## src/rtl/apf_pkg.sv

```systemverilog
// ----------------------------------------------------------------------------
// apf_pkg
// Constants, command codes and small helpers shared by the articulation
// point finder and its checker.
// ----------------------------------------------------------------------------
package apf_pkg;

  localparam int MAX_VERTICES = 16;
  localparam int VIDX_W       = $clog2(MAX_VERTICES);
  localparam int ROW_W        = MAX_VERTICES;
  localparam int VCNT_W       = 5;
  localparam int OUT_W        = 16;

  localparam logic [VCNT_W-1:0] VCNT_RESET = VCNT_W'(16);

  typedef enum logic {
    CMD_WRITE_EDGE = 1'b0,
    CMD_COMPUTE    = 1'b1
  } cmd_t;

  typedef logic [ROW_W-1:0]  row_t;
  typedef logic [VIDX_W-1:0] vidx_t;

  // Single-bit row with bit idx set.
  function automatic row_t vbit(input vidx_t idx);
    return row_t'(1) << idx;
  endfunction

  // Index of the lowest set bit; zero when the vector is empty.
  function automatic vidx_t lowest_index(input row_t vec);
    vidx_t idx;
    idx = '0;
    for (int i = ROW_W - 1; i >= 0; i--) begin
      if (vec[i]) begin
        idx = VIDX_W'(i);
      end
    end
    return idx;
  endfunction

endpackage

```

## src/rtl/apf_ram.sv

```systemverilog
// ----------------------------------------------------------------------------
// apf_ram
// Generic simple dual-port RAM: one write port, one read port, read data
// registered.
// ----------------------------------------------------------------------------
module apf_ram #(
  parameter int WIDTH = 16,
  parameter int DEPTH = 16
) (
  input  logic                     clk,
  input  logic                     we,
  input  logic [$clog2(DEPTH)-1:0] waddr,
  input  logic [WIDTH-1:0]         wdata,
  input  logic [$clog2(DEPTH)-1:0] raddr,
  output logic [WIDTH-1:0]         rdata
);

  logic [WIDTH-1:0] mem [DEPTH];

  always_ff @(posedge clk) begin
    if (we) begin
      mem[waddr] <= wdata;
    end
    rdata <= mem[raddr];
  end

endmodule

```

## src/rtl/articulation_point_finder_top.sv

```systemverilog
// ----------------------------------------------------------------------------
// articulation_point_finder_top
// Articulation points of a small undirected graph, found by removing each
// vertex in turn and counting the components that remain.
// ----------------------------------------------------------------------------
// Edge write word: busy through ST_WR_A, and through ST_WR_B as well unless
// it is a self loop. Compute word: each in-use vertex is removed in turn and the
// components left are walked through ST_FIND, ST_EXPAND and ST_ABSORB; the result
// strobe follows the last step, or comes at once when no vertex is in use. The
// walk is paced by the adjacency RAM read port, one row per ST_EXPAND/ST_ABSORB pair.
// Reset (rst_n low, synchronous) empties the graph and sets vertex_count to 16.
module articulation_point_finder_top
  import apf_pkg::*;
(
  input  logic              clk,
  input  logic              rst_n,
  // Command channel
  input  logic              start,
  output logic              busy,
  input  logic              in_command,
  input  logic [3:0]        in_vertex_a,
  input  logic [3:0]        in_vertex_b,
  input  logic              in_edge_present,
  // Result channel
  output logic              out_valid,
  output logic [OUT_W-1:0]  out_articulation_mask,
  // Configuration
  input  logic              cfg_wr_en,
  input  logic [VCNT_W-1:0] cfg_wr_data
);

  // The walk keeps a reached set and a set of pending vertices whose
  // adjacency rows still have to be folded in. A component is opened in
  // ST_FIND at the lowest unreached in-use vertex; ST_EXPAND pops a pending
  // vertex and reads its row, and ST_ABSORB merges that row in the next cycle.
  typedef enum logic [2:0] {
    ST_IDLE,
    ST_WR_A,
    ST_WR_B,
    ST_FIND,
    ST_EXPAND,
    ST_ABSORB
  } state_t;

  // The tally only needs to tell one component from more than one, so it
  // saturates at two.
  localparam logic [1:0] TALLY_MULTI = 2'd2;

  state_t            state_r,     state_nxt;
  logic [VCNT_W-1:0] vcount_r,    vcount_nxt;
  row_t              in_use_r,    in_use_nxt;
  vidx_t             last_v_r,    last_v_nxt;
  vidx_t             cur_v_r,     cur_v_nxt;
  row_t              reached_r,   reached_nxt;
  row_t              pending_r,   pending_nxt;
  logic [1:0]        tally_r,     tally_nxt;
  row_t              mask_r,      mask_nxt;
  vidx_t             edge_a_r,    edge_a_nxt;
  vidx_t             edge_b_r,    edge_b_nxt;
  logic              edge_set_r,  edge_set_nxt;
  row_t              row_valid_r, row_valid_nxt;
  vidx_t             rd_row_r,    rd_row_nxt;
  logic              out_valid_r, out_valid_nxt;

  // Adjacency RAM port signals
  logic  ram_we;
  vidx_t ram_waddr;
  row_t  ram_wdata;
  vidx_t ram_raddr;
  row_t  ram_rdata;

  logic              accept;
  logic [VCNT_W-1:0] n_eff;
  row_t              in_use_now;
  row_t              unreached;
  row_t              row_seen;
  row_t              row_new;
  row_t              edge_row;
  vidx_t             pick;

  // Rows never written hold no edges; the per-row valid bits stand in for
  // clearing the RAM after reset.
  apf_ram #(
    .WIDTH (ROW_W),
    .DEPTH (MAX_VERTICES)
  ) u_adj_ram (
    .clk   (clk),
    .we    (ram_we),
    .waddr (ram_waddr),
    .wdata (ram_wdata),
    .raddr (ram_raddr),
    .rdata (ram_rdata)
  );

  assign busy   = (state_r != ST_IDLE);
  assign accept = start && !busy;

  // A vertex count above the matrix size is treated as the full matrix.
  assign n_eff = (vcount_r > VCNT_W'(MAX_VERTICES)) ? VCNT_W'(MAX_VERTICES) : vcount_r;

  always_comb begin
    for (int i = 0; i < ROW_W; i++) begin
      in_use_now[i] = (VCNT_W'(i) < n_eff);
    end
  end

  assign unreached = ~reached_r & in_use_r;

  always_comb begin
    state_nxt     = state_r;
    vcount_nxt    = cfg_wr_en ? cfg_wr_data : vcount_r;
    in_use_nxt    = in_use_r;
    last_v_nxt    = last_v_r;
    cur_v_nxt     = cur_v_r;
    reached_nxt   = reached_r;
    pending_nxt   = pending_r;
    tally_nxt     = tally_r;
    mask_nxt      = mask_r;
    edge_a_nxt    = edge_a_r;
    edge_b_nxt    = edge_b_r;
    edge_set_nxt  = edge_set_r;
    row_valid_nxt = row_valid_r;
    rd_row_nxt    = rd_row_r;
    out_valid_nxt = 1'b0;

    ram_we    = 1'b0;
    ram_waddr = edge_a_r;
    ram_wdata = '0;
    ram_raddr = '0;

    row_seen = row_valid_r[rd_row_r] ? ram_rdata : '0;
    row_new  = row_seen & in_use_r & ~reached_r;
    edge_row = '0;
    pick     = '0;

    unique case (state_r)
      ST_IDLE: begin
        if (accept) begin
          if (in_command == CMD_WRITE_EDGE) begin
            // Both endpoints are four bits wide, so they always lie inside
            // the matrix and every edge write is carried out.
            edge_a_nxt   = in_vertex_a;
            edge_b_nxt   = in_vertex_b;
            edge_set_nxt = in_edge_present;
            ram_raddr    = in_vertex_a;
            rd_row_nxt   = in_vertex_a;
            state_nxt    = ST_WR_A;
          end else begin
            in_use_nxt = in_use_now;
            last_v_nxt = VIDX_W'(n_eff - VCNT_W'(1));
            mask_nxt   = '0;
            if (n_eff == '0) begin
              // No vertex in use: the mask is empty straight away.
              out_valid_nxt = 1'b1;
            end else begin
              cur_v_nxt   = '0;
              reached_nxt = vbit('0);
              tally_nxt   = '0;
              state_nxt   = ST_FIND;
            end
          end
        end
      end

      ST_WR_A: begin
        edge_row           = row_seen;
        edge_row[edge_b_r] = edge_set_r;
        ram_we             = 1'b1;
        ram_waddr          = edge_a_r;
        ram_wdata          = edge_row;
        row_valid_nxt[edge_a_r] = 1'b1;
        // The second row is read while the first is written; they differ,
        // since a self loop finishes here.
        ram_raddr  = edge_b_r;
        rd_row_nxt = edge_b_r;
        state_nxt  = (edge_a_r == edge_b_r) ? ST_IDLE : ST_WR_B;
      end

      ST_WR_B: begin
        edge_row           = row_seen;
        edge_row[edge_a_r] = edge_set_r;
        ram_we             = 1'b1;
        ram_waddr          = edge_b_r;
        ram_wdata          = edge_row;
        row_valid_nxt[edge_b_r] = 1'b1;
        state_nxt          = ST_IDLE;
      end

      ST_FIND: begin
        if (unreached == '0) begin
          // Every remaining vertex is placed: settle the removed vertex.
          mask_nxt[cur_v_r] = (tally_r == TALLY_MULTI);
          if (cur_v_r == last_v_r) begin
            out_valid_nxt = 1'b1;
            state_nxt     = ST_IDLE;
          end else begin
            cur_v_nxt   = cur_v_r + VIDX_W'(1);
            reached_nxt = vbit(cur_v_r + VIDX_W'(1));
            tally_nxt   = '0;
          end
        end else begin
          // Open a new component at the lowest unreached vertex.
          pick        = lowest_index(unreached);
          tally_nxt   = (tally_r == TALLY_MULTI) ? tally_r : tally_r + 2'd1;
          reached_nxt = reached_r | vbit(pick);
          pending_nxt = vbit(pick);
          state_nxt   = ST_EXPAND;
        end
      end

      ST_EXPAND: begin
        if (pending_r == '0) begin
          state_nxt = ST_FIND;
        end else begin
          pick        = lowest_index(pending_r);
          pending_nxt = pending_r & ~vbit(pick);
          ram_raddr   = pick;
          rd_row_nxt  = pick;
          state_nxt   = ST_ABSORB;
        end
      end

      ST_ABSORB: begin
        reached_nxt = reached_r | row_new;
        pending_nxt = pending_r | row_new;
        state_nxt   = ST_EXPAND;
      end

      default: begin
        state_nxt = ST_IDLE;
      end
    endcase
  end

  always_ff @(posedge clk) begin
    if (!rst_n) begin
      state_r     <= ST_IDLE;
      vcount_r    <= VCNT_RESET;
      row_valid_r <= '0;
      out_valid_r <= 1'b0;
    end else begin
      state_r     <= state_nxt;
      vcount_r    <= vcount_nxt;
      row_valid_r <= row_valid_nxt;
      out_valid_r <= out_valid_nxt;
    end
    in_use_r   <= in_use_nxt;
    last_v_r   <= last_v_nxt;
    cur_v_r    <= cur_v_nxt;
    reached_r  <= reached_nxt;
    pending_r  <= pending_nxt;
    tally_r    <= tally_nxt;
    mask_r     <= mask_nxt;
    edge_a_r   <= edge_a_nxt;
    edge_b_r   <= edge_b_nxt;
    edge_set_r <= edge_set_nxt;
    rd_row_r   <= rd_row_nxt;
  end

  // The mask register is only looked at while the strobe is high; it is not
  // touched again until the next compute word is taken.
  assign out_valid             = out_valid_r;
  assign out_articulation_mask = mask_r[OUT_W-1:0];

endmodule

```

## config.mk

```make
export PLATFORM = sky130hd
export DESIGN_NAME = articulation_point_finder_top
export DESIGN_NICKNAME = d
export VERILOG_FILES = /design/src/rtl/apf_pkg.sv /design/src/rtl/apf_ram.sv /design/src/rtl/articulation_point_finder_top.sv
export SDC_FILE = /design/constraint.sdc
export NUM_CORES = 1
export LEC_CHECK = 0
export BUFFER_PORTS_ARGS = -buffer_cell sky130_fd_sc_hd__buf_2
export CORE_MARGIN = 5
export CORE_UTILIZATION = 40
export CTS_BUF_LIST = sky130_fd_sc_hd__clkbuf_4 sky130_fd_sc_hd__clkbuf_8 sky130_fd_sc_hd__clkbuf_16
export DETAILED_ROUTE_END_ITERATION = 16
export HOLD_SLACK_MARGIN = 0.03
export RECOVER_POWER = 50
export SLEW_MARGIN = 20
export SYNTH_ARGS = -nofsm -noshare
export SYNTH_HDL_FRONTEND = slang
export SYNTH_SLANG_ARGS = --single-unit
```

## constraint.sdc

```tcl
create_clock -name clk -period 7 [get_ports clk]
set_input_delay 1.4 -clock clk [delete_from_list [all_inputs] [get_ports clk]]
set_output_delay 1.4 -clock clk [all_outputs]
set_load 0.05 [all_outputs]
```

After elaboration in Yosys (flattened, before gate mapping):

Memory sizes are Yosys's and may differ from the RTL's. A register that Yosys moved wholly into a read port is not among the register bits.
Index checks and enable logic that the tools add are counted.

* $add $sub $neg: 3
* order comparisons: 24
* equal/unequal tests: 20
* shifts and indexed selects: 3
* mux-type cells: 103
* bitwise logic cells: 12
* reduce and logical (&&, ||, !) cells: 25

Operators by type and width (count)
* $mux W4: 48
* $mux W16: 11
* $pmux W16 S2: 3
* $pmux W16 S3: 2
* $or A16 B16 Y16: 5
* $and A16 B16 Y16: 4
* $bwmux W16: 3
* $shl A1 B4 Y16 const A: 3
* $lt A4 B5 Y1 const A: 8
* $logic_not A16 Y1: 2
* $not A16 Y16: 2
* $pmux W4 S3: 2
* $lt A3 B5 Y1 const A: 4
* $lt A4 B5 Y1 const B: 4
* $mux W3: 6
* $ne A2 B2 Y1 const B: 8
* $pmux W3 S5: 1
* $mux W2: 7
* $demux W1 S4: 3
* $ge A4 B1 Y1 const B: 3
* $mux W1: 12
* $ne A3 B3 Y1 const B: 4
* $reduce_and A3 Y1: 4
* $reduce_and A6 Y1: 2
* other kinds (26): 39

* flip-flop bits (word level): 112
* memory bits (writable): 256
* input port bits: 19
* output and inout port bits: 18
* word-level logic and storage cells: 206
* memories kept: 1

Memories
* u_adj_ram.mem: depth 16, bits a word 16, read ports 1, clocked after Yosys merged registers in 1, wr ports 1, RTL line apf_ram.sv:18 `logic [WIDTH-1:0] mem [DEPTH];`

Depth between registers and ports, before layout:

Gate-level depths: netlist of the first run.

* word-level depth: 24
* mapped depth: 12
* gate-level depth less buffers: 9

By module:

From an unflattened synthesis of the first run, not the netlist that was laid out.

* cells, all modules: 1221
* area, all modules: 17290.3 um^2

Modules (own cells, without submodules)
* apf_ram: times used 1, cells each 432, area an instance 10042.1 um^2, seq. area each 8007.7 um^2
* articulation_point_finder_top: times used 1, cells each 789, area an instance 7248.2 um^2, seq. area each 3113.0 um^2

Worst setup path before layout of the first run:

No wires, ideal clock.

* path type: input port to flip-flop
* from: input start
* to: register reached_r[0] (enable)
* setup time: 394 ps
* data arrival time: 3106 ps
* required time: 6606 ps
* slack: 3500 ps
* stages on the path: 3
* path buffers: 0
* cells stage by stage: and3_1 -> a21oi_1 -> a21oi_1

* longest elaborated chain between the ends: 3

RTL lines
* start: declaration: RTL line articulation_point_finder_top.sv:18 `input logic start,`
* $logic_and A1 B1 Y1: RTL line articulation_point_finder_top.sv:96 `assign accept = start && !busy;`
* $ne A2 B2 Y1 (no line)
* $reduce_and A5 Y1 (no line)
* end signal: assignment: RTL line articulation_point_finder_top.sv:250 `reached_r <= reached_nxt;`
* end: declaration: RTL line articulation_point_finder_top.sv:54 `row_t reached_r, reached_nxt;`

No other way between the ends.
A chain may end at the register's enable or synchronous reset.

Final worst setup path of the first run:

* from: input in_command
* to: register u_adj_ram.rdata[14] (read register of u_adj_ram.mem)

* longest elaborated chain between the ends: 3

RTL lines
* start: declaration: RTL line articulation_point_finder_top.sv:20 `input logic in_command,`
* $mux W4: RTL line articulation_point_finder_top.sv:139 `if (in_command == CMD_WRITE_EDGE) begin`
* $mux W4: RTL line articulation_point_finder_top.sv:138 `if (accept) begin`
* $pmux W4 S3: RTL line articulation_point_finder_top.sv:136 `unique case (state_r)`
* end: declaration: RTL line apf_ram.sv:15 `output logic [WIDTH-1:0] rdata`

No other way between the ends.

==> results of run 1 <==
-- where the power goes --
group          internal (µW)  switching [µW]  leakage (µW)
combinational            243             437       0.00260
sequential              2600            98.7       0.00343
clock                   1290             877      0.000687
-- sequential cells by signal (all words and copies together), names as in the netlist, 2 cells and up --
| signal | flops |
|---|---|
| row_valid_r | 16 |
| rd_row_r | 4 |
| out_articulation_mask | 16 |
| last_v_r | 4 |
| cur_v_r | 4 |
| pending_r | 16 |
| edge_b_r | 4 |
| edge_a_r | 4 |
| u_adj_ram.mem | 256 |
| in_use_r | 16 |
| reached_r | 16 |
| u_adj_ram.rdata | 16 |
| tally_r | 2 |
| state_r | 3 |
| vcount_r | 5 |
-- cells in the final DEF, fill, tap and decap left out, types with 15 or more instances in the layout --
master	instances
a31oi_1	52
o22ai_1	33
a21oi_1	62
edfxtp_1	343
o22a_1	15
nand2_1	162
dfxtp_1	41
inv_1	20
and2_0	19
nor2_1	60
nand3_1	34
a211oi_1	27
o211ai_1	22
nor2b_1	18
a221o_1	17
and2_1	28
clkbuf_1	35
mux2i_1	73
mux2_2	32
clkbuf_16	45
o21ai_0	70
nand2b_1	30
o21a_1	17
-- layout make-up --
cell class | instances | area share (%)
clock buffer | 59 | 6.47
clock inverter | 16 | 0.619
inverter | 21 | 0.406
multi-input combinational | 900 | 30.1
sequential | 384 | 57.3
tap | 585 | 3.77
timing repair buffer | 55 | 1.31
-- stage by stage --
step	cells	instance area, µm²	power, µW
floorplan	1390	17400	3220
global placement	1945	18200	3420
detailed placement	1945	18200	3430
CTS	2020	19600	5590
global route	2020	19400	5760
finish	2020	19400	5550
-- routing by layer --
| metal | share of wire [%] | GRT usage, % | up-vias |
|---|---|---|---|
| met3 | 5.5 | 2.73 | 98 |
| li1 | - | - | 5289 |
| met4 | 3.5 | 6.55 | 0 |
| met1 | 45 | 25.3 | 5645 |
| met2 | 46 | 29.7 | 361 |
| met5 | 0 | 0 | - |
-- how the worst max path moves through the flow --
stage / start / to / slack (ns)
2_1_floorplan: start / reached_r[0] / 3.50
3_3_place_gp: start / u_adj_ram.rdata[14] / 1.96
3_5_place_dp: start / u_adj_ram.rdata[10] / 1.85
4_1_cts: start / u_adj_ram.rdata[10] / 2.41
5_1_grt: in_command / u_adj_ram.rdata[10] / 1.85
6_report: in_command / u_adj_ram.rdata[14] / 2.13
-- cells by family after synthesis --
| family | synth area share (%) |
|---|---|
| flip-flops | 64.0 |
| multiplexers | 6.92 |
| AND/OR/NAND/NOR | 11.2 |
| XOR/XNOR | 0.655 |
| buffers and inverters | 2.65 |
| AO/OA/AOI/OAI | 14.0 |
| adder cells (fa/ha/maj) | 0.648 |
==> impl_metrics.yaml, run 1 <==
run_status:
  outcome: "finished with violations"
  violations: "max-capacitance violations, max-slew violations"
logic_synthesis:
  syn_area_per_cell_um2: 12.5
  yosysSeqAreaShare_pct: 64.0
  syn_area_um2: 17400
  synth_top_area_share_pct: 59.2
  synth.distinct_cells: 62
  ys_warn_count: 0
  synth_edf_count: 343
  synthTopCellsByCount: "edfxtp_1 (343), nand2_1 (163), mux2i_1 (73), o21ai_0 (70), nor2_1 (69)"
  synth_fp_nets: 1418
  yosysTopAreaCell: "edfxtp_1"
  async_reset_ff_share_pct: 0
  postSynthCellCount: 1390
  synth_flop_cell: "edfxtp_1"
  synth.most_common_cell: "edfxtp_1"
  synth.area.top_cells: "edfxtp_1 (59%), dfxtp_1 (4.7%), mux2i_1 (4.2%)"
  synth_seq_cells: 384
global_route:
  grt_pass1_vias: 11200
  grt_pass1_wl_um: 67600
  grt_overflow_total: 0
  antenna_found_initial: 0
  gr-usage-all-layers_pct: 18.4
  grt_max_degree: 69
drt:
  drc: 0
  drt_iter0_markers: 832
  routed_wl_um: 44700
  first_pass_iters: 5
  vias: 11400
  drtAntennaViolNets: 0
  wire_per_inst_um: 22.1
  via_per_inst: 5.64
critical_path:
  rr_endpoint: "u_adj_ram.rdata[14]"
  cp-end-kind: "flop"
  startpoint_type: "input pin"
  critPathRequiredTime_ns: 7.42
  critPathKind: "input pin to flop"
  critPathSlowestCell: "buf_4"
  path_max_fanout: 68
  cp_data_arrival_time_ns: 5.29
  crit_path_max_incr_delay_ns: 0.77
  rrSetupSlack_ns: 2.44
  crit_buf_inv: 4
  reg2regPathDepth: 11
  cp_cell_sequence: "clkbuf_1 -> nor3_1 -> clkbuf_1 -> a22oi_1 -> a21boi_4 -> buf_4 -> buf_4 -> mux2i_1 -> mux2_2 -> o22ai_1 -> a221o_1"
  cp_num_cells: 11
  rr_startpoint: "pending_r[2]"
  crit_family: "buffers and inverters"
cells_and_area:
  area_growth_syn_to_layout_pct: 11.7
  fin_util_pct: 45.1
  multiInputGateArea_um2: 5850
  diodes: 0
  nFillCells: 3947
  fin_nets: 1431
  drive_gt1_share_pct: 11.6
  seq_area_um2: 11100
floorplan:
  initial_utilization_pct: 40.4
  rows: 76
  io_pins: 37
  core_um2: 43100
  dieWidth_um: 218
  die_h_um: 218
  dieArea_um2: 47700
clock_network:
  postCtsHoldBufs: 0
  cts.sinks: 384
  cts_max_path_buffers: 3
  cts_tree: "built"
  post_cts_buffers: 0
  htreeDepth: 2
  cts-resized-gates: 0
  clkTransAtPathRegs_ns: 0.06
  cts_root_buffer: "clkbuf_16"
  cts_buffers: 41
  clk_latency_ns: 0.54
worst_hold_path:
  min_from: "row_valid_r[9]"
  hp-class: "flop to flop"
  hold_end: "row_valid_r[9]"
  hold_path_depth: 1
timing:
  slew_headroom_pct: -77.9
  hold_viol: 0
  fin_tns_setup_ns: 0
  whs_ns: 0.461
  worst_slew_pin_slew_ns: 2.66
  max_freq_mhz: 205
  fin_ws_ns: 2.13
  finalSetupViolCount: 0
  slew_viol_final: 235
  skew_ns: 0.0171
  fin_crit_ns: 4.87
  post-route-period-util_pct: 69.6
  rsz0062_at_grt: "false"
placed_design:
  hpwl_um: 27200
  io_buffers: 36
  gp_congestion: 0.905
  dpl_worst_slack_ns: 1.85
power_and_ir_drop:
  ir_drop_mv: 0.169
  p_leak_uw: 0.00671
  powerDensity_nw_per_um2: 286
job:
  maxCapViolCount: 14
Power figures use the tool's default switching activity.
==> run 2: changes to the inputs <==
clock period = 4.62 ns   (was 7 ns; I/O delays follow)
==> run 2 against run 1 <==
The run still ends with max-capacitance violations, max-slew violations left; largest power group unchanged; first-iteration DRC count increased by 14%; setup slack lost 1.2 ns; global-route usage grew 0.40 points; cell count up 0.30%; highest routed layer unchanged; via count grew 0.12%; sequential share of layout area down 0.17 points; critical endpoint is now u_adj_ram.mem[15][2]; non-clock buffer count grew 5; clock skew increased by 0.0047 ns.
==> impl_metrics.yaml, run 2 (synthesized netlist as in run 1, its figures left out) <==
timing:
  hold_viol: 0
  slew_viol_final: 180
  finalSetupViolCount: 0
  skew_ns: 0.0217
  post-route-period-util_pct: 80.6
  fin_tns_setup_ns: 0
  slew_headroom_pct: -15.1
  worst_slew_pin_slew_ns: 1.73
  rsz0062_at_grt: "false"
  fin_crit_ns: 3.72
  max_freq_mhz: 269
  fin_ws_ns: 0.896
worst_hold_path:
  hp-class: "flop to flop"
critical_path:
  cp-end-kind: "flop"
  path_max_fanout: 31
  critPathKind: "flop to flop"
  startpoint_type: "flop"
  cp_data_arrival_time_ns: 3.87
  critPathRequiredTime_ns: 4.76
clock_network:
  post_cts_buffers: 0
  cts.sinks: 384
  htreeDepth: 2
  postCtsHoldBufs: 0
  cts_root_buffer: "clkbuf_16"
  cts_tree: "built"
  cts_buffers: 41
  cts_max_path_buffers: 3
  clkTransAtPathRegs_ns: 0.06
  clk_latency_ns: 0.56
  cts-resized-gates: 0
floorplan:
  dieWidth_um: 218
  io_pins: 37
  core_um2: 43100
  initial_utilization_pct: 40.4
  rows: 76
  dieArea_um2: 47700
  die_h_um: 218
drt:
  first_pass_iters: 5
  routed_wl_um: 45400
  drc: 0
  via_per_inst: 5.63
  wire_per_inst_um: 22.4
  drt_iter0_markers: 947
  drtAntennaViolNets: 0
  vias: 11400
cells_and_area:
  largest_register_ffs: 256
  final_common_cell: "edfxtp_1"
  final_cell_mix: "edfxtp_1 (343), nand2_1 (162), mux2i_1 (73)"
  fin_nets: 1436
  area_growth_syn_to_layout_pct: 12.0
  diodes: 0
  drive_gt1_share_pct: 11.9
  largest-register: "u_adj_ram.mem"
placed_design:
  dpl_worst_slack_ns: 1.25
  hpwl_um: 27400
  gp_congestion: 0.891
  io_buffers: 36
power_and_ir_drop:
  p_leak_uw: 0.00672
  ir_drop_mv: 0.302
  powerDensity_nw_per_um2: 430
run_status:
  outcome: "finished with violations"
  violations: "max-capacitance violations, max-slew violations"
job:
  maxCapViolCount: 10
global_route:
  antenna_found_initial: 1
  grt_pass1_vias: 11100
  gr-usage-all-layers_pct: 18.8
  grt_max_degree: 91
  grt_overflow_total: 0
  grt_pass1_wl_um: 68100
[run 2: cell count changes in the layout (fill, tap and decap cells not counted), sizes merged]
cell | previous run | this run
bufinv | 1 | 0
clkinvlp | 3 | 1
clkbuf | 94 | 98
clkinv | 12 | 14
inv | 21 | 22
buf | 20 | 22
[run 2: layout make-up]
| type | count | area [µm²] |
|---|---|---|
| clock buffer | 60 | 1230 |
| clock inverter | 16 | 109 |
| fill | 3970 | 23600 |
| inverter | 21 | 78.8 |
| multi-input combinational | 900 | 5880 |
| sequential | 384 | 11100 |
| tap | 585 | 732 |
| timing repair buffer | 60 | 323 |
[run 2: routing by layer]
layer | part of all wire (%) | GRT usage, %
met5 | 0 | 0
met1 | 44 | 26.2
met4 | 3.1 | 6.41
met3 | 6.6 | 3.16
met2 | 47 | 30.0
[run 2: critical path: stages (launching register included)]
cell,delay [ns]
dfxtp_1,0.57
nor3b_1,0.58
buf_4,0.42
a31oi_1,0.34
nor2_2,0.15
clkbuf_1,1.25
[run 2: through the flow]
step / instances / hold slack, ns / cell area [µm²] / util [%] / power, µW
2_1_floorplan: 1390 / 0.435 / 17400 / - / 4880
6_report: 2026 / 0.457 / 19500 / 45.2 / 8370
4_1_cts: 2026 / 0.461 / 19600 / 45.5 / 8450
5_1_grt: 2026 / 0.470 / 19500 / 45.2 / 8680
3_3_place_gp: 1950 / 0.441 / 18300 / 42.4 / 5220
3_5_place_dp: 1950 / 0.448 / 18300 / 42.4 / 5230
[run 2: path summary, 6_finish.rpt]
check	startpoint	to	slack, ns	depth (start not counted)
max	state_r[0]	u_adj_ram.mem[15][2]	0.90	5
min	row_valid_r[6]	row_valid_r[6]	0.46	1
min reg2reg	row_valid_r[6]	row_valid_r[6]	0.46	1
max reg2reg	state_r[0]	u_adj_ram.mem[15][2]	0.90	5
[run 2: power breakdown]
part           total [µW]  switching, µW  internal (µW)
clock                3210           1350           1860
combinational        1060            676            382
sequential           4100            151           3940
total                8370           2180           6190
==> run 3: changes to the inputs <==
ABC_AREA = 1   (was unset)
clock period = 3.6 ns   (was 4.62 ns; I/O delays follow)
==> run 3 against run 2 <==
The flow now finishes without violations; non-clock buffer count increased by 29; setup slack got worse by 0.52 ns; synthesized cell count increased by 44%; largest cell class unchanged; largest power group unchanged.
==> impl_metrics.yaml, run 3 <==
clock_network:
  clkTransAtPathRegs_ns: 0.06
  cts_max_path_buffers: 3
  clk_latency_ns: 0.58
  htreeDepth: 2
  cts_root_buffer: "clkbuf_16"
  postCtsHoldBufs: 0
  cts_tree: "built"
  cts-resized-gates: 0
  cts_buffers: 41
  post_cts_buffers: 0
  cts.sinks: 384
drt:
  drt_iter0_markers: 1561
  vias: 14300
  routed_wl_um: 51800
  wire_per_inst_um: 19.3
  first_pass_iters: 5
  drc: 0
  via_per_inst: 5.33
  drtAntennaViolNets: 0
critical_path:
  rrSetupSlack_ns: 0.38
  critPathKind: "flop to flop"
  cp-end-kind: "flop"
  rr_endpoint: "u_adj_ram.rdata[14]"
  rr_startpoint: "pending_r[1]"
  path_max_fanout: 17
  cp_data_arrival_time_ns: 3.72
  reg2regPathDepth: 10
  critPathRequiredTime_ns: 4.10
  startpoint_type: "flop"
timing:
  skew_ns: 0.0257
  post-route-period-util_pct: 89.4
  slew_headroom_pct: 29.2
  slew_viol_final: 0
  max_freq_mhz: 311
  hold_viol: 0
  whs_ns: 0.380
  rsz0062_at_grt: "false"
  fin_crit_ns: 3.22
  finalSetupViolCount: 0
  worst_slew_pin_slew_ns: 1.06
  fin_tns_setup_ns: 0
run_status:
  outcome: "finished clean"
placed_design:
  hpwl_um: 32200
  io_buffers: 36
  dp_cells: 2612
  gp_congestion: 0.950
cells_and_area:
  instances_no_fill: 2689
  largest-register: "u_adj_ram.mem"
  fin_nets: 2076
  largest_register_ffs: 256
  final_cell_mix: "nand2_1 (390), nand3_1 (343), edfxtp_1 (343)"
  fin_util_pct: 45.3
  nFillCells: 4458
  area_growth_syn_to_layout_pct: 12.6
  multiInputGateArea_um2: 5890
  seq_area_um2: 11100
  final_common_cell: "nand2_1"
  drive_gt1_share_pct: 7.69
power_and_ir_drop:
  powerDensity_nw_per_um2: 639
  ir_drop_mv: 0.378
  p_leak_uw: 0.00850
logic_synthesis:
  syn_area_um2: 18600
  ys_warn_count: 0
  yosysTopAreaCell: "edfxtp_1"
  synth_edf_count: 343
  yosysSeqAreaShare_pct: 59.7
  synth.distinct_cells: 47
  synth_seq_cells: 384
  synthTopCellsByCount: "nand2_1 (391), nand3_1 (344), edfxtp_1 (343), inv_1 (310), nor2_1 (139)"
  synth_fp_nets: 2032
  syn_area_per_cell_um2: 9.29
  synth_top_area_share_pct: 55.3
  synth.most_common_cell: "nand2_1"
  postSynthCellCount: 2004
  synth.area.top_cells: "edfxtp_1 (55%), nand3_1 (9.2%), nand2_1 (7.9%)"
  async_reset_ff_share_pct: 0
  synth_flop_cell: "edfxtp_1"
floorplan:
  initial_utilization_pct: 40.2
  rows: 79
  dieArea_um2: 50900
  die_h_um: 226
  io_pins: 37
  core_um2: 46300
  dieWidth_um: 226
global_route:
  grt_overflow_total: 0
  grt_pass1_vias: 13400
  antenna_found_initial: 2
  grt_max_degree: 130
  grt_pass1_wl_um: 79100
  gr-usage-all-layers_pct: 20.1
worst_hold_path:
  min_from: "cfg_wr_data[4]"
  hold_end: "vcount_r[4]"
  hp-class: "input pin to flop"
  hold_path_depth: 3
job:
  maxCapViolCount: 0
## run 3: worst max path at each step
| stage | cells past startpoint | start | endpoint | slack (ns) |
|---|---|---|---|---|
| floorplan | 4 | start | out_articulation_mask[0] | 0.72 |
| finish | 10 | pending_r[1] | u_adj_ram.rdata[14] | 0.38 |
| global placement | 9 | state_r[0] | pending_r[13] | 0.54 |
| CTS | 10 | pending_r[1] | u_adj_ram.rdata[10] | 0.66 |
| global route | 10 | pending_r[1] | u_adj_ram.rdata[14] | 0.20 |
| detailed placement | 10 | pending_r[1] | u_adj_ram.rdata[10] | 0.69 |
## run 3: worst max-delay path, stage by stage, from the launching register on
cell and delay, ns:
edfxtp_1 0.42, nor4_1 0.52, nand2_1 0.15, nor2_1 0.56, inv_2 0.23, o22ai_1 0.30, a21oi_2 0.05, buf_4 0.25
clkinv_2 0.33, nand3_1 0.19, nand2_1 0.13
## run 3: per-layer routing
layer	GRT usage (%)	vias up	share of wire, %
met3	3.60	85	6.8
li1	-	6863	-
met4	6.11	2	2.5
met1	29.6	6868	45
met5	0	-	0.014
met2	30.3	504	45
## run 3: stage by stage
stage | cell area, µm² | total power (µW) | worst slack [ns]
after floorplan | 18600 | 7960 | 0.721
after global placement | 19700 | 9050 | 0.540
final | 21000 | 13400 | 0.380
after global routing | 21000 | 14100 | 0.199
after detailed placement | 19700 | 9090 | 0.693
after CTS | 21100 | 13500 | 0.659
## run 3: kinds of logic (layout without fill, tap and decap cells)
group	Yosys count	count (layout)	synth area share, %
compound gates	235	235	7.43
xor+xnor	10	10	0.471
fa+ha+maj	9	9	0.605
buf+inv	410	487	8.83
flops	384	384	59.7
mux	3	3	0.161
other cells	0	1	0
simple gates	953	953	22.7
## run 3: layout make-up
| type | count | area share, % |
|---|---|---|
| inverter | 322 | 5.77 |
| multi-input combinational | 1210 | 28.1 |
| antenna | 1 | 0.0119 |
| timing repair buffer | 89 | 2.68 |
| clock inverter | 15 | 0.884 |
| clock buffer | 61 | 5.85 |
| tap | 607 | 3.62 |
| sequential | 384 | 53.1 |
## run 3: report_power, final
group	total (µW)	internal, µW	leakage (µW)	switching [µW]
sequential	5800	5530	0.00351	273
combinational	3200	870	0.00428	2330
clock	4400	2600	0.000712	1800
total	13400	9000	0.00850	4400
